<file path="src/rtl/core/u2u_pkg.sv">
package u2u_pkg;

    localparam int COUNT_BITS_DEFAULT = 16;
    localparam int BYTE_W             = 8;
    localparam int UNIT_W             = 16;
    localparam int QUEUE_DEPTH        = 4;
    localparam int CFG_ADDR_W         = 3;
    localparam int CFG_DATA_W         = 32;

    localparam logic [UNIT_W-1:0] LIMIT_RESET = 16'hFFFF;
    localparam logic [UNIT_W-1:0] SUBST_RESET = 16'hEEEE;

    typedef enum logic [2:0] {
        KIND_ASCII,
        KIND_LEAD2,
        KIND_LEAD3,
        KIND_CONT,
        KIND_BAD
    } byte_kind_t;

    typedef enum logic {
        REG_UNIT_LIMIT = 1'b0,
        REG_SUBSTITUTE = 1'b1
    } reg_index_t;

    typedef struct packed {
        byte_kind_t          kind;
        logic [BYTE_W-1:0]   data;
        logic                last;
    } queue_entry_t;

    typedef struct packed {
        logic [UNIT_W-1:0] unit_limit;
        logic [UNIT_W-1:0] substitute_unit;
    } cfg_t;

    typedef struct packed {
        logic              has_unit;
        logic [UNIT_W-1:0] code_unit;
        logic              substituted;
        logic              stopped;
        logic              end_of_text;
        logic [UNIT_W-1:0] units_so_far;
    } result_t;

endpackage

</file>
<file path="src/rtl/core/u2u_front.sv">
module u2u_front
(
    input  logic                          clk,
    input  logic                          rst_n,
    input  logic                          s_tvalid,
    output logic                          s_tready,
    input  logic [u2u_pkg::BYTE_W-1:0]    s_tdata,
    input  logic                          s_tlast,
    output logic                          push_valid,
    input  logic                          push_ready,
    output u2u_pkg::queue_entry_t         push_entry
);
    import u2u_pkg::*;

    localparam logic [BYTE_W-1:0] MaskTop1  = 8'h80;
    localparam logic [BYTE_W-1:0] MaskTop2  = 8'hC0;
    localparam logic [BYTE_W-1:0] MaskTop3  = 8'hE0;
    localparam logic [BYTE_W-1:0] MaskTop4  = 8'hF0;
    localparam logic [BYTE_W-1:0] CodeCont  = 8'h80;
    localparam logic [BYTE_W-1:0] CodeLead2 = 8'hC0;
    localparam logic [BYTE_W-1:0] CodeLead3 = 8'hE0;

    logic         valid_reg;
    logic         valid_next;
    queue_entry_t entry_reg;
    queue_entry_t entry_next;

    assign s_tready   = !valid_reg || push_ready;
    assign push_valid = valid_reg;
    assign push_entry = entry_reg;

    always_comb
    begin
        entry_next.data = s_tdata;
        entry_next.last = s_tlast;
        if ((s_tdata & MaskTop1) == 8'h00)
        begin
            entry_next.kind = KIND_ASCII;
        end
        else if ((s_tdata & MaskTop2) == CodeCont)
        begin
            entry_next.kind = KIND_CONT;
        end
        else if ((s_tdata & MaskTop3) == CodeLead2)
        begin
            entry_next.kind = KIND_LEAD2;
        end
        else if ((s_tdata & MaskTop4) == CodeLead3)
        begin
            entry_next.kind = KIND_LEAD3;
        end
        else
        begin
            entry_next.kind = KIND_BAD;
        end
    end

    assign valid_next = s_tready ? s_tvalid : valid_reg;

    always_ff @(posedge clk or negedge rst_n)
    begin
        if (!rst_n)
        begin
            valid_reg <= 1'b0;
        end
        else
        begin
            valid_reg <= valid_next;
        end
    end

    always_ff @(posedge clk)
    begin
        if (s_tvalid && s_tready)
        begin
            entry_reg <= entry_next;
        end
    end

endmodule

</file>
<file path="src/rtl/core/u2u_queue.sv">
module u2u_queue
(
    input  logic                  clk,
    input  logic                  rst_n,
    input  logic                  push_valid,
    output logic                  push_ready,
    input  u2u_pkg::queue_entry_t push_entry,
    output logic                  pop_valid,
    input  logic                  pop_ready,
    output u2u_pkg::queue_entry_t pop_entry
);
    import u2u_pkg::*;

    localparam int PtrW = $clog2(QUEUE_DEPTH);
    localparam int CntW = $clog2(QUEUE_DEPTH + 1);
    localparam logic [PtrW-1:0] LastPtr = PtrW'(QUEUE_DEPTH - 1);
    localparam logic [CntW-1:0] FullCnt = CntW'(QUEUE_DEPTH);

    queue_entry_t    mem_reg [QUEUE_DEPTH];
    logic [PtrW-1:0] wr_ptr_reg;
    logic [PtrW-1:0] wr_ptr_next;
    logic [PtrW-1:0] rd_ptr_reg;
    logic [PtrW-1:0] rd_ptr_next;
    logic [CntW-1:0] count_reg;
    logic [CntW-1:0] count_next;
    logic            push;
    logic            pop;

    assign push_ready = (count_reg != FullCnt);
    assign pop_valid  = (count_reg != '0);
    assign pop_entry  = mem_reg[rd_ptr_reg];
    assign push       = push_valid && push_ready;
    assign pop        = pop_valid && pop_ready;

    always_comb
    begin
        wr_ptr_next = wr_ptr_reg;
        rd_ptr_next = rd_ptr_reg;
        count_next  = count_reg;
        if (push)
        begin
            wr_ptr_next = (wr_ptr_reg == LastPtr) ? '0 : wr_ptr_reg + 1'b1;
        end
        if (pop)
        begin
            rd_ptr_next = (rd_ptr_reg == LastPtr) ? '0 : rd_ptr_reg + 1'b1;
        end
        if (push && !pop)
        begin
            count_next = count_reg + 1'b1;
        end
        else if (pop && !push)
        begin
            count_next = count_reg - 1'b1;
        end
    end

    always_ff @(posedge clk or negedge rst_n)
    begin
        if (!rst_n)
        begin
            wr_ptr_reg <= '0;
            rd_ptr_reg <= '0;
            count_reg  <= '0;
        end
        else
        begin
            wr_ptr_reg <= wr_ptr_next;
            rd_ptr_reg <= rd_ptr_next;
            count_reg  <= count_next;
        end
    end

    always_ff @(posedge clk)
    begin
        if (push)
        begin
            mem_reg[wr_ptr_reg] <= push_entry;
        end
    end

    a_count_bound: assert property (@(posedge clk) disable iff (!rst_n)
        count_reg <= FullCnt)
        else $error("queue count exceeds depth");

    a_empty_ptrs: assert property (@(posedge clk) disable iff (!rst_n)
        (count_reg == '0) |-> (wr_ptr_reg == rd_ptr_reg))
        else $error("empty queue with unequal pointers");

    a_full_ptrs: assert property (@(posedge clk) disable iff (!rst_n)
        (count_reg == FullCnt) |-> (wr_ptr_reg == rd_ptr_reg))
        else $error("full queue with unequal pointers");

endmodule

</file>
<file path="src/rtl/core/u2u_back.sv">
module u2u_back
#(
    parameter int COUNT_BITS = u2u_pkg::COUNT_BITS_DEFAULT
)
(
    input  logic                  clk,
    input  logic                  rst_n,
    input  logic                  pop_valid,
    output logic                  pop_ready,
    input  u2u_pkg::queue_entry_t pop_entry,
    input  u2u_pkg::cfg_t         cfg,
    output logic                  out_valid,
    input  logic                  out_ready,
    output u2u_pkg::result_t      result
);
    import u2u_pkg::*;

    localparam int CmpW = (COUNT_BITS > UNIT_W) ? COUNT_BITS : UNIT_W;
    localparam logic [CmpW-1:0] CntMax = CmpW'((64'd1 << COUNT_BITS) - 64'd1);

    logic [1:0]            pending_reg;
    logic [1:0]            pending_next;
    logic [UNIT_W-1:0]     partial_reg;
    logic [UNIT_W-1:0]     partial_next;
    logic                  bad_reg;
    logic                  bad_next;
    logic                  halted_reg;
    logic                  halted_next;
    logic [COUNT_BITS-1:0] count_reg;
    logic [COUNT_BITS-1:0] count_next;
    logic                  out_valid_reg;
    logic                  out_valid_next;
    result_t               result_reg;
    result_t               result_next;

    logic [COUNT_BITS-1:0] count_inc;
    logic [CmpW-1:0]       limit_ext;
    logic [CmpW-1:0]       eff_limit;
    logic                  take;
    logic                  emit;
    logic                  have;
    logic                  sub;
    logic [UNIT_W-1:0]     unit;

    assign pop_ready = !out_valid_reg || out_ready;
    assign take      = pop_valid && pop_ready;
    assign out_valid = out_valid_reg;
    assign result    = result_reg;

    assign count_inc = count_reg + 1'b1;
    assign limit_ext = CmpW'(cfg.unit_limit);
    assign eff_limit = (limit_ext < CntMax) ? limit_ext : CntMax;

    always_comb
    begin
        pending_next = pending_reg;
        partial_next = partial_reg;
        bad_next     = bad_reg;
        halted_next  = halted_reg;
        count_next   = count_reg;
        have         = 1'b0;
        sub          = 1'b0;
        unit         = '0;
        if (!halted_reg)
        begin
            if (pending_reg == 2'd0)
            begin
                if (CmpW'(count_reg) >= eff_limit)
                begin
                    halted_next = 1'b1;
                end
                else
                begin
                    case (pop_entry.kind)
                        KIND_ASCII:
                        begin
                            unit = UNIT_W'(pop_entry.data);
                            have = 1'b1;
                        end
                        KIND_LEAD2:
                        begin
                            partial_next = UNIT_W'(pop_entry.data[4:0]);
                            pending_next = 2'd1;
                            bad_next     = 1'b0;
                        end
                        KIND_LEAD3:
                        begin
                            partial_next = UNIT_W'(pop_entry.data[3:0]);
                            pending_next = 2'd2;
                            bad_next     = 1'b0;
                        end
                        default:
                        begin
                            halted_next = 1'b1;
                        end
                    endcase
                end
            end
            else
            begin
                if (pop_entry.kind != KIND_CONT)
                begin
                    bad_next = 1'b1;
                end
                partial_next = {partial_reg[UNIT_W-7:0], pop_entry.data[5:0]};
                pending_next = pending_reg - 2'd1;
                if (pending_next == 2'd0)
                begin
                    have = 1'b1;
                    if (bad_next)
                    begin
                        unit = cfg.substitute_unit;
                        sub  = 1'b1;
                    end
                    else
                    begin
                        unit = partial_next;
                    end
                end
            end
            if (!have && pop_entry.last && (pending_next != 2'd0))
            begin
                have         = 1'b1;
                sub          = 1'b1;
                unit         = cfg.substitute_unit;
                pending_next = 2'd0;
            end
            if (have)
            begin
                count_next = count_inc;
                if (CmpW'(count_inc) >= eff_limit)
                begin
                    halted_next = 1'b1;
                end
            end
        end
    end

    always_comb
    begin
        emit                     = have || pop_entry.last;
        result_next.has_unit     = have;
        result_next.code_unit    = unit;
        result_next.substituted  = sub;
        result_next.stopped      = halted_next;
        result_next.end_of_text  = pop_entry.last;
        result_next.units_so_far = UNIT_W'(count_next);
        out_valid_next           = pop_ready ? (take && emit) : out_valid_reg;
    end

    always_ff @(posedge clk or negedge rst_n)
    begin
        if (!rst_n)
        begin
            pending_reg   <= 2'd0;
            partial_reg   <= '0;
            bad_reg       <= 1'b0;
            halted_reg    <= 1'b0;
            count_reg     <= '0;
            out_valid_reg <= 1'b0;
        end
        else
        begin
            out_valid_reg <= out_valid_next;
            if (take)
            begin
                if (pop_entry.last)
                begin
                    pending_reg <= 2'd0;
                    partial_reg <= '0;
                    bad_reg     <= 1'b0;
                    halted_reg  <= 1'b0;
                    count_reg   <= '0;
                end
                else
                begin
                    pending_reg <= pending_next;
                    partial_reg <= partial_next;
                    bad_reg     <= bad_next;
                    halted_reg  <= halted_next;
                    count_reg   <= count_next;
                end
            end
        end
    end

    always_ff @(posedge clk)
    begin
        if (take && emit)
        begin
            result_reg <= result_next;
        end
    end

    a_pending_range: assert property (@(posedge clk) disable iff (!rst_n)
        pending_reg != 2'd3)
        else $error("more than two continuation bytes pending");

    a_halted_closed: assert property (@(posedge clk) disable iff (!rst_n)
        halted_reg |-> (pending_reg == 2'd0))
        else $error("decoder halted with a sequence still open");

    a_text_cleared: assert property (@(posedge clk) disable iff (!rst_n)
        (take && pop_entry.last) |=>
            ((count_reg == '0) && !halted_reg && (pending_reg == 2'd0) && !bad_reg))
        else $error("text state not cleared after the final byte");

endmodule

</file>
<file path="src/rtl/core/utf8_to_ucs2_stream_decoder.sv">
// UTF-8 to UCS-2 stream decoder.
// The slave stream carries one UTF-8 byte per transfer in s_tdata, with
// s_tlast on the final byte of a text. The master stream carries a result
// whenever a code unit completes or the final byte arrives; m_tlast marks
// the result of the final byte, which also reports the unit count.
// Malformed multi-byte sequences, and sequences cut short by the final byte,
// produce the substitute unit from the register at byte address 4. The
// register at address 0 limits the units per text. A stray continuation
// byte, a lead of 0xF0 or above, or reaching the limit stops output until
// the text ends. Write registers only while the block is idle.
// One byte is accepted per cycle while s_tready is high. A byte passes
// through the classifying front stage, the four-entry queue and the decode
// stage, whose output register holds the result. When the receiver stalls,
// the queue and the front stage fill and s_tready drops once both are full.
// Reset empties the pipeline, clears the text state and loads the register
// defaults (limit 65535, substitute 0xEEEE).
module utf8_to_ucs2_stream_decoder
#(
    parameter int COUNT_BITS = u2u_pkg::COUNT_BITS_DEFAULT
)
(
    input  logic                              clk,
    input  logic                              rst_n,
    input  logic                              psel,
    input  logic                              penable,
    input  logic                              pwrite,
    input  logic [u2u_pkg::CFG_ADDR_W-1:0]    paddr,
    input  logic [u2u_pkg::CFG_DATA_W-1:0]    pwdata,
    output logic [u2u_pkg::CFG_DATA_W-1:0]    prdata,
    output logic                              pready,
    input  logic                              s_tvalid,
    output logic                              s_tready,
    input  logic [7:0]                        s_tdata,  // text_byte
    input  logic                              s_tlast,
    output logic                              m_tvalid,
    input  logic                              m_tready,
    output logic [31:0]                       m_tdata,  // code_unit, units_so_far
    output logic [2:0]                        m_tuser,  // has_unit, substituted, stopped
    output logic                              m_tlast
);
    import u2u_pkg::*;

    logic [UNIT_W-1:0] limit_reg;
    logic [UNIT_W-1:0] limit_next;
    logic [UNIT_W-1:0] subst_reg;
    logic [UNIT_W-1:0] subst_next;
    reg_index_t        reg_index;
    logic              cfg_write;
    cfg_t              cfg;

    logic              push_valid;
    logic              push_ready;
    queue_entry_t      push_entry;
    logic              pop_valid;
    logic              pop_ready;
    queue_entry_t      pop_entry;
    result_t           result;

    assign pready    = 1'b1;
    assign reg_index = reg_index_t'(paddr[2]);
    assign cfg_write = psel && penable && pwrite && pready;

    always_comb
    begin
        limit_next = limit_reg;
        subst_next = subst_reg;
        prdata     = '0;
        case (reg_index)
            REG_UNIT_LIMIT:
            begin
                prdata = CFG_DATA_W'(limit_reg);
                if (cfg_write)
                begin
                    limit_next = pwdata[UNIT_W-1:0];
                end
            end
            REG_SUBSTITUTE:
            begin
                prdata = CFG_DATA_W'(subst_reg);
                if (cfg_write)
                begin
                    subst_next = pwdata[UNIT_W-1:0];
                end
            end
            default:
            begin
                prdata = '0;
            end
        endcase
    end

    always_ff @(posedge clk or negedge rst_n)
    begin
        if (!rst_n)
        begin
            limit_reg <= LIMIT_RESET;
            subst_reg <= SUBST_RESET;
        end
        else
        begin
            limit_reg <= limit_next;
            subst_reg <= subst_next;
        end
    end

    assign cfg.unit_limit      = limit_reg;
    assign cfg.substitute_unit = subst_reg;

    u2u_front u_front
    (
        .clk        (clk),
        .rst_n      (rst_n),
        .s_tvalid   (s_tvalid),
        .s_tready   (s_tready),
        .s_tdata    (s_tdata),
        .s_tlast    (s_tlast),
        .push_valid (push_valid),
        .push_ready (push_ready),
        .push_entry (push_entry)
    );

    u2u_queue u_queue
    (
        .clk        (clk),
        .rst_n      (rst_n),
        .push_valid (push_valid),
        .push_ready (push_ready),
        .push_entry (push_entry),
        .pop_valid  (pop_valid),
        .pop_ready  (pop_ready),
        .pop_entry  (pop_entry)
    );

    u2u_back #(
        .COUNT_BITS (COUNT_BITS)
    ) u_back
    (
        .clk        (clk),
        .rst_n      (rst_n),
        .pop_valid  (pop_valid),
        .pop_ready  (pop_ready),
        .pop_entry  (pop_entry),
        .cfg        (cfg),
        .out_valid  (m_tvalid),
        .out_ready  (m_tready),
        .result     (result)
    );

    assign m_tdata = {result.units_so_far, result.code_unit};
    assign m_tuser = {result.stopped, result.substituted, result.has_unit};
    assign m_tlast = result.end_of_text;

endmodule

</file>
<file path="config.mk">
export PLATFORM = sky130hd
export DESIGN_NAME = utf8_to_ucs2_stream_decoder
export DESIGN_NICKNAME = d
export VERILOG_FILES = /design/src/rtl/core/u2u_pkg.sv /design/src/rtl/core/u2u_front.sv /design/src/rtl/core/u2u_queue.sv /design/src/rtl/core/u2u_back.sv /design/src/rtl/core/utf8_to_ucs2_stream_decoder.sv
export SDC_FILE = /design/constraint.sdc
export NUM_CORES = 1
export LEC_CHECK = 0
export BUFFER_PORTS_ARGS = -buffer_cell sky130_fd_sc_hd__clkbuf_2
export CELL_PAD_IN_SITES_DETAIL_PLACEMENT = 0
export CELL_PAD_IN_SITES_GLOBAL_PLACEMENT = 1
export CORE_MARGIN = 2
export CORE_UTILIZATION = 35
export CTS_CLUSTER_SIZE = 40
export DETAILED_ROUTE_END_ITERATION = 8
export HOLD_SLACK_MARGIN = 0.12
export PLACE_DENSITY = 0.74
export RECOVER_POWER = 100
export SLEW_MARGIN = 10
export SYNTH_ARGS = -nofsm -noshare
export SYNTH_HDL_FRONTEND = slang
export SYNTH_SLANG_ARGS = --single-unit
</file>
<file path="constraint.sdc">
create_clock -name clk -period 3.45 [get_ports clk]
set_clock_uncertainty 0.2 [all_clocks]
set_input_delay 0.345 -clock clk [delete_from_list [all_inputs] [get_ports clk]]
set_output_delay 0.345 -clock clk [all_outputs]
set_load 0.05 [all_outputs]
</file>
Word level (Yosys, flattened, before mapping)
Memory sizes are Yosys's and may differ from the RTL's.
Index checks and enable logic that the tools add are counted.
{"block": "totals", "memories": 1, "mem_bits_rw": 48, "ff_bits": 119}
{"memory": "u_queue.mem_reg", "words": 4, "width": 12, "read_ports": 1, "rd_clocked_by_memory_dff": 0, "wr": 1, "line_no": "u2u_queue.sv:19", "text": "queue_entry_t mem_reg [QUEUE_DEPTH];"}
{"block": "op_classes", "order_cmp": 3, "n_reduce_logical": 33, "n_bitwise": 1, "n_eq_ne": 13, "addsub": 6, "mux": 59}
{"operator": "16-bit 2-to-1 mux", "n": 9}
{"operator": "32-bit case mux with 2 select lines", "n": 1}
{"operator": "10-bit 2-to-1 mux", "n": 4}
{"operator": "16-bit >= comparator", "n": 2}
{"operator": "1-bit 2-to-1 mux", "n": 29}
{"operator": "2-bit 2-to-1 mux", "n": 10}
{"operator": "10-bit case mux with 2 select lines", "n": 1}
{"operator": "16-bit by 1-bit adder with 16-bit output, second input constant", "n": 1}
{"operator": "16-bit < comparator, second input constant", "n": 1}
{"operator": "1-bit logical AND", "n": 10}
{"operator": "3-bit 2-to-1 mux", "n": 3}
{"operator": "3-bit by 2-bit inequality test with 1-bit output, second input constant", "n": 3}
{"operator": "8-bit logical NOT", "n": 1}
{"operator": "8-bit 2-to-1 mux", "n": 1}
{"operator": "4-bit AND reduction", "n": 2}
{"operator": "2-bit equality test, second input constant", "n": 3}
{"operator": "2-bit AND reduction", "n": 3}
{"operator": "3-bit OR reduction", "n": 2}
{"operator": "1-bit logical NOT", "n": 5}
{"operator": "2-bit by 1-bit adder with 2-bit output, second input constant", "n": 2}
{"operator": "4-bit equality test, second input constant", "n": 1}
{"operator": "2-bit logical NOT", "n": 2}
{"operator": "4-bit by 3-bit inequality test with 1-bit output, second input constant", "n": 1}
{"operator": "2-bit case mux with 2 select lines", "n": 1}
{"operator": "other kinds (14)", "n": 17}

Longest topological paths before layout
Gate-level depths: netlist (run 1).
{"block": "logic_depth", "word_depth": 14, "depth_mapped": 15, "ltp_nobuf": 14}

Modules after synthesis
A second synthesis (run 1) with hierarchy kept.
{"block": "hier_totals", "hier_cells": 677, "area_unflattened_um2": 8669.6}
{"mod": "u2u_back", "cells_per_inst": 453, "instances": 1, "area_per_inst_um2": 4418.0, "seq_area_each_um2": 1856.8}
{"mod": "u2u_queue", "cells_per_inst": 99, "instances": 1, "area_per_inst_um2": 2173.3, "seq_area_each_um2": 1616.6}
{"mod": "utf8_to_ucs2_stream_decoder", "cells_per_inst": 105, "instances": 1, "area_per_inst_um2": 1632.8, "seq_area_each_um2": 835.8}
{"mod": "u2u_front", "cells_per_inst": 20, "instances": 1, "area_per_inst_um2": 445.4, "seq_area_each_um2": 385.4}

Least setup slack after synthesis (run 1)
OpenSTA, ideal clock, no wires.
{"block": "synth_path", "path_type": "register to register", "start": "register limit_reg[0]", "end": "register u_back.result_reg (netlist bit u_back.result[0]), enable pin", "required_ns": 2.859, "arrival_time_ns": 2.868, "path_slack_ns": -0.009, "stages_incl_launch_ff": 10, "path_buffers": 1, "path_cell_list": "dfstp_2 clkbuf_1 ha_1 nand2b_1 a2111oi_0 or4b_1 a41oi_4 nor3_4 o21ai_1 inv_1"}
{"block": "synth_via", "elab_chain_cells": 14}
{"element": "start, declared", "line_no": "utf8_to_ucs2_stream_decoder.sv:43", "text": "logic [UNIT_W-1:0] limit_reg;"}
{"element": "start signal, assigned", "line_no": "utf8_to_ucs2_stream_decoder.sv:101", "text": "limit_reg <= limit_next;"}
{"element": "16-bit < comparator", "line_no": "u2u_back.sv:52", "text": "assign eff_limit = (limit_ext < CntMax) ? limit_ext : CntMax;"}
{"element": "16-bit 2-to-1 mux *", "line_no": "u2u_back.sv:52"}
{"element": "16-bit >= comparator *", "line_no": "u2u_back.sv:68", "text": "if (CmpW'(count_reg) >= eff_limit)"}
{"element": "1-bit 2-to-1 mux", "line_no": "u2u_back.sv:68"}
{"element": "1-bit 2-to-1 mux", "line_no": "u2u_back.sv:66", "text": "if (pending_reg == 2'd0)"}
{"element": "1-bit 2-to-1 mux", "line_no": "u2u_back.sv:64", "text": "if (!halted_reg)"}
{"element": "1-bit logical NOT", "line_no": "u2u_back.sv:121", "text": "if (!have && pop_entry.last && (pending_next != 2'd0))"}
{"element": "1-bit logical AND (2 in a row)", "line_no": "u2u_back.sv:121"}
{"element": "1-bit 2-to-1 mux *", "line_no": "u2u_back.sv:121"}
{"element": "1-bit 2-to-1 mux * (2 in a row)", "line_no": "u2u_back.sv:64"}
{"element": "1-bit logical OR *", "line_no": "u2u_back.sv:141", "text": "emit = have || pop_entry.last;"}
{"element": "1-bit logical AND *", "line_no": "u2u_back.sv:189", "text": "if (take && emit)"}
{"element": "end signal, assigned", "line_no": "u2u_back.sv:191", "text": "result_reg <= result_next;"}
{"element": "end, declared", "line_no": "u2u_back.sv:33", "text": "result_t result_reg;"}
Mark *: on every way between the ends. The rest lies on a longest branch, timed or not. The select of a mux whose other input is x is not followed.
A chain may end at the register's enable or synchronous reset.

Worst setup path in the final report (run 1)
{"block": "layout_path", "start": "register limit_reg[13]", "end": "register u_back.result_reg (netlist bit u_back.result[1]) (data pin)"}
{"block": "layout_via", "elab_chain_cells": 13}
{"element": "16-bit < comparator", "line_no": "u2u_back.sv:52"}
{"element": "16-bit 2-to-1 mux *", "line_no": "u2u_back.sv:52"}
{"element": "16-bit >= comparator *", "line_no": "u2u_back.sv:68"}
{"element": "1-bit 2-to-1 mux", "line_no": "u2u_back.sv:68"}
{"element": "1-bit 2-to-1 mux", "line_no": "u2u_back.sv:66"}
{"element": "1-bit 2-to-1 mux", "line_no": "u2u_back.sv:64"}
{"element": "1-bit logical NOT", "line_no": "u2u_back.sv:121"}
{"element": "1-bit logical AND (2 in a row)", "line_no": "u2u_back.sv:121"}
{"element": "1-bit 2-to-1 mux *", "line_no": "u2u_back.sv:121"}
{"element": "1-bit 2-to-1 mux *", "line_no": "u2u_back.sv:64"}
{"element": "16-bit 2-to-1 mux *", "line_no": "u2u_back.sv:128", "text": "if (have)"}
{"element": "16-bit 2-to-1 mux *", "line_no": "u2u_back.sv:64"}
{"element": "net u_back.count_next[1]", "line_no": "u2u_back.sv:30", "text": "logic [COUNT_BITS-1:0] count_next;"}
The timed path passes the listed nets; every way through them passes the cells marked *. The select of a mux whose other input is x is not followed.

==> results of run 1 <==
[routing by layer]
layer,part of all wire,global-route usage
met1,0.46,0.214
met2,0.49,0.267
met3,0.039,0.0318
met4,0.012,0.0424
met5,0,0
[power by group]
part           internal, mW  total (mW)  switching (mW)
clock network          1.03        1.85           0.819
registers              2.89        3.24           0.342
logic                  1.15        3.94            2.78
[repair_timing]
action | 4_1_cts | 5_1_grt
buffers inserted | 0 | 0
hold endpoints to repair | 89 | 0
setup endpoints to repair | 0 | 47
gates resized for setup | 0 | 6
hold buffers | 28 | 0
[area by class of cell]
cell class                      instances  area, um^2
Fill cell                            2213       13300
Sequential cell                       167        4690
Multi-Input combinational cell        438        3310
Timing Repair Buffer                  163         986
Clock buffer                           20         479
Tap cell                              319         399
Clock inverter                         12         101
Inverter                               24        93.8
[metrics by stage]
stage / worst slack, ps / instance area (um^2) / power (mW) / hold WS, ps / TNS [ps]
after floorplan: 15.2 / 8350 / 6.03 / -151 / 0
after global placement: 171 / 9300 / 7.27 / 275 / 0
after detailed placement: 150 / 9300 / 7.31 / 292 / 0
after CTS: 112 / 10200 / 9.20 / 308 / 0
after global routing: -37.8 / 10100 / 9.55 / 326 / -72.7
final: 159 / 10100 / 9.02 / 308 / 0
[logic make-up after synthesis]
logic type / after synthesis / synth area share
simple gates: 180 / 0.107
flops: 167 / 0.567
compound gates: 119 / 0.105
buf+inv: 75 / 0.0428
mux: 51 / 0.0839
fa+ha+maj: 38 / 0.0583
xor+xnor: 33 / 0.0349
other cells: 2 / 0.000907
[synthesized netlist by cell type, drive strengths merged, types with 4 or more instances]
cell    instances
edfxtp         96
nand2b         10
a21oi          14
nor3           10
a21boi          5
nand3          15
mux4           11
a22o           12
xnor2          25
inv            24
nand4           9
o31ai           9
buf            29
o311ai          7
xor2            8
clkbuf         22
dfstp          28
a22oi          15
nand3b          7
nand2          56
o21ai          30
and2            5
nor2b           4
ha             37
nor2           49
dfrtp          43
mux2           37
[worst reg2reg max path: cells and delay by family (launching register included)]
kind,cells,cell delay [ps]
adders and majority gates,1,320
muxes,1,320
AOI/OAI and AO/OA,2,450
and+or+nand+nor,4,1130
buffers and inverters,1,80
DFF,1,540
[how the worst max path moves through the flow]
stage | cells after the start | end | start
6_report | 9 | u_back.result[1]$_DFFE_PP_ | limit_reg[13]$_DFFE_PN1P_
2_1_floorplan | 9 | u_back.result[0]$_DFFE_PP_ | limit_reg[13]$_DFFE_PN1P_
3_5_place_dp | 9 | u_back.result[1]$_DFFE_PP_ | limit_reg[13]$_DFFE_PN1P_
5_1_grt | 14 | u_back.halted_reg$_DFFE_PN0P_ | u_back.count_reg[1]$_DFFE_PN0P_
3_3_place_gp | 9 | u_back.result[1]$_DFFE_PP_ | limit_reg[13]$_DFFE_PN1P_
4_1_cts | 9 | u_back.result[1]$_DFFE_PP_ | limit_reg[13]$_DFFE_PN1P_
[placed cells by master, fill, tap and decap left out, drive strengths merged, types with 3 or more instances in the layout]
| cell type | synthesis | routed |
|---|---|---|
| inv | 24 | 30 |
| a32oi | 3 | 3 |
| clkinv | 0 | 4 |
| nand4 | 9 | 9 |
| a21boi | 5 | 5 |
| nand3 | 15 | 15 |
| and2 | 5 | 5 |
| dlygate4sd3 | 0 | 28 |
| o31ai | 9 | 9 |
| o22ai | 3 | 3 |
| o311ai | 7 | 7 |
| dfstp | 28 | 28 |
| nor2 | 49 | 49 |
| xnor2 | 25 | 25 |
| o21ai | 30 | 30 |
| edfxtp | 96 | 96 |
| a21oi | 14 | 14 |
| or3 | 3 | 3 |
| mux4 | 11 | 11 |
| nand2 | 56 | 56 |
| buf | 29 | 41 |
| a22o | 12 | 12 |
| mux2i | 3 | 3 |
| nor3 | 10 | 10 |
| nand3b | 7 | 7 |
| a22oi | 15 | 15 |
| nand2b | 10 | 10 |
| conb | 2 | 17 |
| ha | 37 | 37 |
| nor2b | 4 | 4 |
| clkbuf | 22 | 114 |
| mux2 | 37 | 37 |
| a21o | 3 | 3 |
| xor2 | 8 | 8 |
| dfrtp | 43 | 43 |
==> results.ini, run 1 <==
[status]
outcome=complete, but fails checks
violations=max-capacitance violations, max-slew violations

[clocking]
numCtsBuffers=17
cts_tree=built
clk_pin_slew_ps=70
cts.path.max_buffers=2
cts_sinks=167
clk_latency_ps=420
htreeDepth=4
cts_root_buf=clkbuf_16

[critical_path]
cp_num_buf_inv=1
reg2reg_from=limit_reg[13]$_DFFE_PN1P_
path_cells=inv_1 > ha_1 > nand4_1 > nor3_2 > or4b_4 > a41oi_1 > o22ai_2 > and2b_1 > mux2_1
required_ps=3420
crit_fanout=5
rr_endpoint=u_back.result[1]$_DFFE_PP_
crit_family=simple AND/OR/NAND/NOR gates
max_stage_delay_ps=550
r2r_slack_ps=160
reg2reg_depth=9
critPathArrivalTime_ps=3270
endpoint_kind=flip-flop
critical_path_class=flip-flop to flip-flop
slowest_stage=or4b_4
crit_path_start_kind=flip-flop

[power_and_ir_drop]
pwr_density_cell_nw_per_um2=896
ir_worst_vdd_mv=0.455
leakagePower_nw=3.99

[synth]
synth_edf_count=96
synth_area_per_cell_um2=12.4
yosysTopAreaCell=edfxtp_1
synth-async-reset-ratio=0.425
synth_cell_types=67
ys_ff_latch=167
ys_seq_area_frac=0.567
yosys_most_used_dff=edfxtp_1
synth_cells=665
netlist_area_um2=8280
ys_top_cells_by_area=edfxtp_1 (35%), dfrtp_1 (13%), dfstp_2 (8.9%)
yosysWarnings=0
synth_top_area_frac=0.348

[floorplan]
dieHeight_um=158
die_area_um2=24900
dieWidth_um=158
fp.coreArea_um2=23300
fp-row-count=56
start_util=0.355
io-pin-count=122

[drt]
vias=5638
wl_per_cell_um=17.0
postRouteAntennaNets=0
drc=0
via_per_inst=4.93
drt_iter0_markers=340
drtPass1Iterations=5
routed_wl_um=19400

[global_routing]
grt_pass1_vias=5616
grt_max_degree=72
grt_pass1_wl_um=30200
gr-total-overflow=0
antenna_found_initial=0
grt_use_total=0.160

[placed_design]
gp_congestion=0.841
place_hpwl_um=13900
port_buffers=86
dpl.cell_count=1083

[sta]
setup_viol=0
slew_headroom=-0.279
final_max_slew_viol_count=72
post-route-period-util=0.954
hold_viol=0
post-route-min-period_ps=3290
fmax_mhz=304
worst_pin_slew_ps=1920

[final_layout]
utilization=0.432
drive_gt1_frac=0.232
fin_cells=1143
largest_register_ffs=48
syn_to_final_growth_pct=21.6
diodes=0
finalNetCount=900

[hold_path]
hp-class=flip-flop to flip-flop
min_from=u_front.push_entry[3]$_DFFE_PP_
hold_depth=0
hold_end=u_queue.mem_reg[3][3]$_DFFE_PP_

[flow_run]
maxCapViolations=1

(Power assumes the default switching activity.)
==> inputs of run 2 (changes only) <==
--- a/config.mk
+++ b/config.mk
@@ -14,7 +14,7 @@
 export DETAILED_ROUTE_END_ITERATION = 8
 export HOLD_SLACK_MARGIN = 0.12
 export PLACE_DENSITY = 0.74
-export RECOVER_POWER = 100
+export RECOVER_POWER = 50
 export SLEW_MARGIN = 10
 export SYNTH_ARGS = -nofsm -noshare
 export SYNTH_HDL_FRONTEND = slang
==> run 2 against run 1 <==
  * The flow still finishes with violations (max-capacitance violations, max-slew violations)
  * Largest cell class unchanged
  * Count of clock-buffer cells in the layout is the same
  * Sequential cell count is the same
  * Register-to-register slack lost 20 ps
  * Hold slack is essentially flat
  * Sequential share of layout area shrank 0.25 points
  * Fmax shrank 0.59%
  * Largest power group unchanged
  * Routed wire length shrank 0.17%
  * Critical path type unchanged
  * Worst setup slack lost 19 ps
  * Critical path depth is the same
==> results.ini, run 2 (same netlist as run 1, synthesis figures left out) <==
[sta]
setup_tns_ps=0  ; unchanged
final_max_slew_viol_count=72  ; unchanged
setup_viol=0  ; unchanged
worst_pin_slew_ps=1910  ; -7.75 ps
fmax_mhz=302  ; -0.59%
post-route-period-util=0.959  ; +0.00563
slew_headroom=-0.274  ; +0.00517
hold_viol=0  ; unchanged
post-route-min-period_ps=3310  ; +19.4 ps

[clocking]
clk_latency_ps=430  ; about the same
cts_root_buf=clkbuf_16
numCtsBuffers=17  ; unchanged
cts_tree=built
cts_setup_buffers=0  ; unchanged
clk_pin_slew_ps=70  ; about the same
cts_sinks=167  ; unchanged
htreeDepth=4  ; unchanged
cts.path.max_buffers=2  ; unchanged

[flow_run]
maxCapViolations=1  ; unchanged

[critical_path]
crit_fanout=5  ; unchanged
max_stage_delay_ps=550  ; about the same
crit_path_start_kind=flip-flop
r2r_slack_ps=140  ; -20 ps
critPathArrivalTime_ps=3290  ; +20 ps
critical_path_class=flip-flop to flip-flop
endpoint_kind=flip-flop
path_cells=inv_1 > ha_1 > nand4_1 > nor3_2 > or4b_4 > a41oi_1 > o22ai_2 > and2b_1 > mux2_1
slowest_stage=or4b_4
required_ps=3430  ; about the same

[floorplan]
io-pin-count=122  ; unchanged
fp-row-count=56  ; unchanged
dieWidth_um=158  ; unchanged
die_area_um2=24900  ; unchanged
dieHeight_um=158  ; unchanged
fp.coreArea_um2=23300  ; unchanged
start_util=0.355  ; unchanged

[status]
violations=max-capacitance violations, max-slew violations
outcome=complete, but fails checks

[hold_path]
hp-class=flip-flop to flip-flop

[power_and_ir_drop]
pwr_density_cell_nw_per_um2=898  ; +0.20%
leakagePower_nw=4.08  ; +2.2%
ir_worst_vdd_mv=0.448  ; -1.5%
finalPower_mw=9.09  ; +0.75%

[global_routing]
grt_use_total=0.160  ; unchanged
grt_pass1_wl_um=30200  ; unchanged
grt_max_degree=72  ; unchanged
gr-total-overflow=0  ; unchanged
antenna_found_initial=0  ; unchanged
grt_pass1_vias=5616  ; unchanged

[final_layout]
finalNetCount=900  ; unchanged
layout_common_cells=edfxtp_1 (96), nand2_1 (56), nor2_1 (48)
fin_cells=1143  ; unchanged
drive_gt1_frac=0.262  ; +0.0303
final_common_cell=edfxtp_1
syn_to_final_growth_pct=22.3
largest_register_ffs=48  ; unchanged
diodes=0  ; unchanged

[drt]
postRouteAntennaNets=0  ; unchanged
drtPass1Iterations=5  ; unchanged
drt_iter0_markers=307  ; -9.7%
wl_per_cell_um=17.0  ; -0.17%
via_per_inst=4.95  ; +0.44%
vias=5663  ; +0.44%
routed_wl_um=19400  ; -0.17%
drc=0  ; unchanged

[placed_design]
port_buffers=86  ; unchanged
place_hpwl_um=13900  ; unchanged
gp_congestion=0.841  ; unchanged
dpl.cell_count=1083  ; unchanged

run 2: cell types whose count changed in the layout (fill, tap and decap cells not counted), sizes merged:
cell | before | now
clkbuf | 114 | 108
buf | 41 | 47
run 2: timing repair:
item,4_1_cts,5_1_grt
hold buffers,28,0
setup endpoints to repair,0,47
gates resized for setup,0,6
hold endpoints to repair,89,0
run 2: final cells by class:
class | count | area, um^2
Clock buffer | 20 | 479
Clock inverter | 12 | 101
Fill cell | 2198 | 13200
Inverter | 24 | 93.8
Multi-Input combinational cell | 438 | 3330
Sequential cell | 167 | 4690
Tap cell | 319 | 399
Timing Repair Buffer | 163 | 1030
run 2: worst max-delay path: cells and delay by family, from the launching register on:
kind                     cells  cell delay (ps)
buffers and inverters        1               80
adder cells (fa/ha/maj)      1              320
multiplexers                 1              320
AND/OR/NAND/NOR              4             1130
AO/OA/AOI/OAI                2              470
flip-flops                   1              540
run 2: power breakdown:
part	internal [mW]	total (mW)	switching, mW
combinational	1.22	4.00	2.79
sequential	2.89	3.23	0.340
clock	1.03	1.85	0.824
run 2: worst paths after layout:
kind | startpoint | end | depth (start not counted)
max in group asynchronous | rst_n | u_back.pending_reg[1]$_DFFE_PN0P_ | 3
hold reg to reg | u_front.push_entry[3]$_DFFE_PP_ | u_queue.mem_reg[3][3]$_DFFE_PP_ | 0
setup / recovery | limit_reg[13]$_DFFE_PN1P_ | u_back.result[1]$_DFFE_PP_ | 9
setup reg to reg | limit_reg[13]$_DFFE_PN1P_ | u_back.result[1]$_DFFE_PP_ | 9
min in group asynchronous | rst_n | subst_reg[0]$_DFFE_PN0P_ | 3
hold / removal | u_front.push_entry[3]$_DFFE_PP_ | u_queue.mem_reg[3][3]$_DFFE_PP_ | 0
run 2: through the flow:
stage | setup slack (ps) | instance area [um^2] | util | hold WS, ps
after floorplan | 15.2 | 8350 | - | -151
after global placement | 171 | 9300 | 0.398 | 275
after detailed placement | 150 | 9300 | 0.398 | 292
after CTS | 112 | 10200 | 0.435 | 308
after global routing | -18.8 | 10100 | 0.434 | 326
final | 140 | 10100 | 0.434 | 308
run 2: per-layer routing:
metal,global-route usage,vias up,share of wire
met2,0.267,127,0.49
met4,0.0424,0,0.014
met5,0,-,0
met3,0.0318,23,0.036
li1,-,2720,-
met1,0.214,2793,0.46
==> inputs of run 3 (changes only) <==
--- a/config.mk
+++ b/config.mk
@@ -9,11 +9,11 @@
 export CELL_PAD_IN_SITES_DETAIL_PLACEMENT = 0
 export CELL_PAD_IN_SITES_GLOBAL_PLACEMENT = 1
 export CORE_MARGIN = 2
-export CORE_UTILIZATION = 35
+export CORE_UTILIZATION = 42
 export CTS_CLUSTER_SIZE = 40
 export DETAILED_ROUTE_END_ITERATION = 8
 export HOLD_SLACK_MARGIN = 0.12
-export PLACE_DENSITY = 0.74
+export PLACE_DENSITY = 0.85
 export RECOVER_POWER = 50
 export SLEW_MARGIN = 10
 export SYNTH_ARGS = -nofsm -noshare
==> run 3 against run 2 <==
  * The run still ends with max-capacitance violations, max-slew violations left
  * Sequential cell count did not move
  * Clock power rose by 6%
  * Total power rose by 0.60%
  * Count of clock-buffer cells in the layout fell by 3
  * Fmax rose by 0.59%
  * Combinational power fell by 2%
  * First-iteration DRC count rose by 33%
  * Worst setup slack improved by 20 ps
  * Hold slack got worse by 0.61 ps
  * Sequential share of layout area rose by 0.48 points
  * Routed wire length fell by 1.8%
  * Design area fell by 1.0%
  * Largest power group unchanged
==> results.ini, run 3 (same netlist as run 1, synthesis figures left out) <==
[final_layout]
syn_to_final_growth_pct=21.1
n_fill_cell=1731  ; -21%
utilization=0.517  ; +0.0828
finalNetCount=892  ; -0.89%
largest_register_ffs=48  ; unchanged
fin_area_um2=10000  ; -1.0%
layout_common_cells=edfxtp_1 (96), nand2_1 (56), nor2_1 (48)
fin_cells=1081  ; -5.4%
final_common_cell=edfxtp_1
diodes=0  ; unchanged
drive_gt1_frac=0.256  ; -0.00601

[placed_design]
place_hpwl_um=13200  ; -4.9%
gp_congestion=0.850  ; +1.1%
placed_area_um2=9170  ; -1.4%
port_buffers=86  ; unchanged
post-place-ws_ps=130  ; -19.7 ps
dpl.cell_count=1021  ; -5.7%

[clocking]
htreeDepth=4  ; unchanged
cts_root_buf=clkbuf_16
numCtsBuffers=17  ; unchanged
cts_tree=built
cts_sinks=167  ; unchanged
clk_latency_ps=430  ; about the same
clk_pin_slew_ps=70  ; about the same
cts.path.max_buffers=2  ; unchanged

[drt]
drc=0  ; unchanged
via_per_inst=5.27  ; +6.4%
routed_wl_um=19000  ; -1.8%
drt_iter0_markers=409  ; +33%
postRouteAntennaNets=0  ; unchanged
drtPass1Iterations=4  ; -1
wl_per_cell_um=17.6  ; +3.8%
vias=5700  ; +0.65%

[sta]
setup_slack_ps=159  ; +19.6 ps
slew_headroom=-0.252  ; +0.0215
final_max_slew_viol_count=72  ; unchanged
post-route-min-period_ps=3290  ; -19.6 ps
setup_viol=0  ; unchanged
hold_viol=0  ; unchanged
hold_ws_ps=308  ; -0.608 ps
worst_pin_slew_ps=1880  ; -32.2 ps
setup_tns_ps=0  ; unchanged
fmax_mhz=304  ; +0.59%
post-route-period-util=0.954  ; -0.00567

[global_routing]
top_usage_layer=met2
grt_use_total=0.193  ; +0.0327
gr-total-overflow=0  ; unchanged
grt_max_degree=72  ; unchanged
antenna_found_initial=0  ; unchanged
use_met1=0.256  ; +0.0417
grt_pass1_wl_um=30600  ; +1.3%
grtUsageMet2=0.326  ; +0.0587
grt_use_met3=0.0351  ; +0.00334
grt_pass1_vias=5739  ; +2.2%

[floorplan]
start_util=0.427  ; +0.0719
die_area_um2=20800  ; -16%
fp.coreArea_um2=19400  ; -17%
dieHeight_um=144  ; -8.5%
dieWidth_um=144  ; -8.5%
fp-row-count=51  ; -8.9%
io-pin-count=122  ; unchanged

[power_and_ir_drop]
pwr_density_cell_nw_per_um2=912  ; +1.6%
ir_worst_vdd_mv=0.498  ; +11%
finalPower_mw=9.14  ; +0.60%
leakagePower_nw=4.04  ; -0.82%

[critical_path]
endpoint_kind=flip-flop
max_stage_delay_ps=550  ; about the same
slowest_stage=or4b_4
crit_path_start_kind=flip-flop
critPathArrivalTime_ps=3270  ; -20 ps
crit_fanout=5  ; unchanged
critical_path_class=flip-flop to flip-flop
cp_num_buf_inv=1  ; unchanged
path_cells=inv_1 > ha_1 > nand4_1 > nor3_2 > or4b_4 > a41oi_1 > o22ai_2 > and2b_1 > mux2_1
reg2reg_from=limit_reg[13]$_DFFE_PN1P_
cp-startpoint=limit_reg[13]$_DFFE_PN1P_
crit_family=simple AND/OR/NAND/NOR gates
required_ps=3430  ; about the same
r2r_slack_ps=160  ; +20 ps

[flow_run]
maxCapViolations=1  ; unchanged

[hold_path]
min_from=u_front.push_entry[2]$_DFFE_PP_
hp-class=flip-flop to flip-flop

[status]
outcome=complete, but fails checks
violations=max-capacitance violations, max-slew violations

-- run 3: cell count changes in the layout (fill, tap and decap cells not counted), moves of 2 or more --
| cell | change |
|---|---|
| buf_4 | -7 |
| bufinv_16 | +2 |
| clkbuf_16 | -2 |
| inv_6 | -3 |
| inv_8 | +3 |
-- run 3: what timing repair did --
action / 4_1_cts / 5_1_grt
buffers inserted: 0 / 0
endpoints found under the setup margin: 0 / 36
hold endpoints to repair: 89 / 0
gates resized for setup: 0 / 6
hold buffers: 28 / 0
-- run 3: worst reg2reg max path, cell delays in order (launching register included) --
cell	delay (ps)
dfstp_2	530
inv_1	70
ha_1	320
nand4_1	140
nor3_2	240
or4b_4	550
a41oi_1	290
o22ai_2	140
and2b_1	240
mux2_1	320
-- run 3: power breakdown --
| group | switching (mW) | leakage [nW] | internal, mW |
|---|---|---|---|
| combinational | 2.75 | 1.97 | 1.19 |
| sequential | 0.336 | 1.78 | 2.89 |
| clock | 0.871 | 0.296 | 1.10 |
| total | 3.96 | 4.04 | 5.18 |
-- run 3: path summary, 6_finish.rpt --
check / to / cells after the start
worst max-delay path: u_back.result[1]$_DFFE_PP_ / 9
worst min-delay path: u_queue.mem_reg[0][2]$_DFFE_PP_ / 0
worst max register to register: u_back.result[1]$_DFFE_PP_ / 9
worst min register to register: u_queue.mem_reg[0][2]$_DFFE_PP_ / 0
max in group asynchronous: u_back.count_reg[1]$_DFFE_PN0P_ / 3
min in group asynchronous: u_back.count_reg[14]$_DFFE_PN0P_ / 3
-- run 3: routing by layer --
metal | wire (um) | share of wire | vias to the layer above
li1 | - | - | 2686
met1 | 8450 | 0.44 | 2850
met2 | 9470 | 0.50 | 143
met3 | 817 | 0.043 | 21
met4 | 300 | 0.016 | 0
met5 | 0 | 0 | -
-- run 3: layout make-up --
class	count	area (um^2)	share of cell area
Multi-Input combinational cell	438	3320	0.331
Clock buffer	17	425	0.0424
Clock inverter	15	188	0.0187
Inverter	24	93.8	0.00936
Sequential cell	167	4700	0.469
Timing Repair Buffer	155	972	0.0970
Tap cell	265	332	0.0331
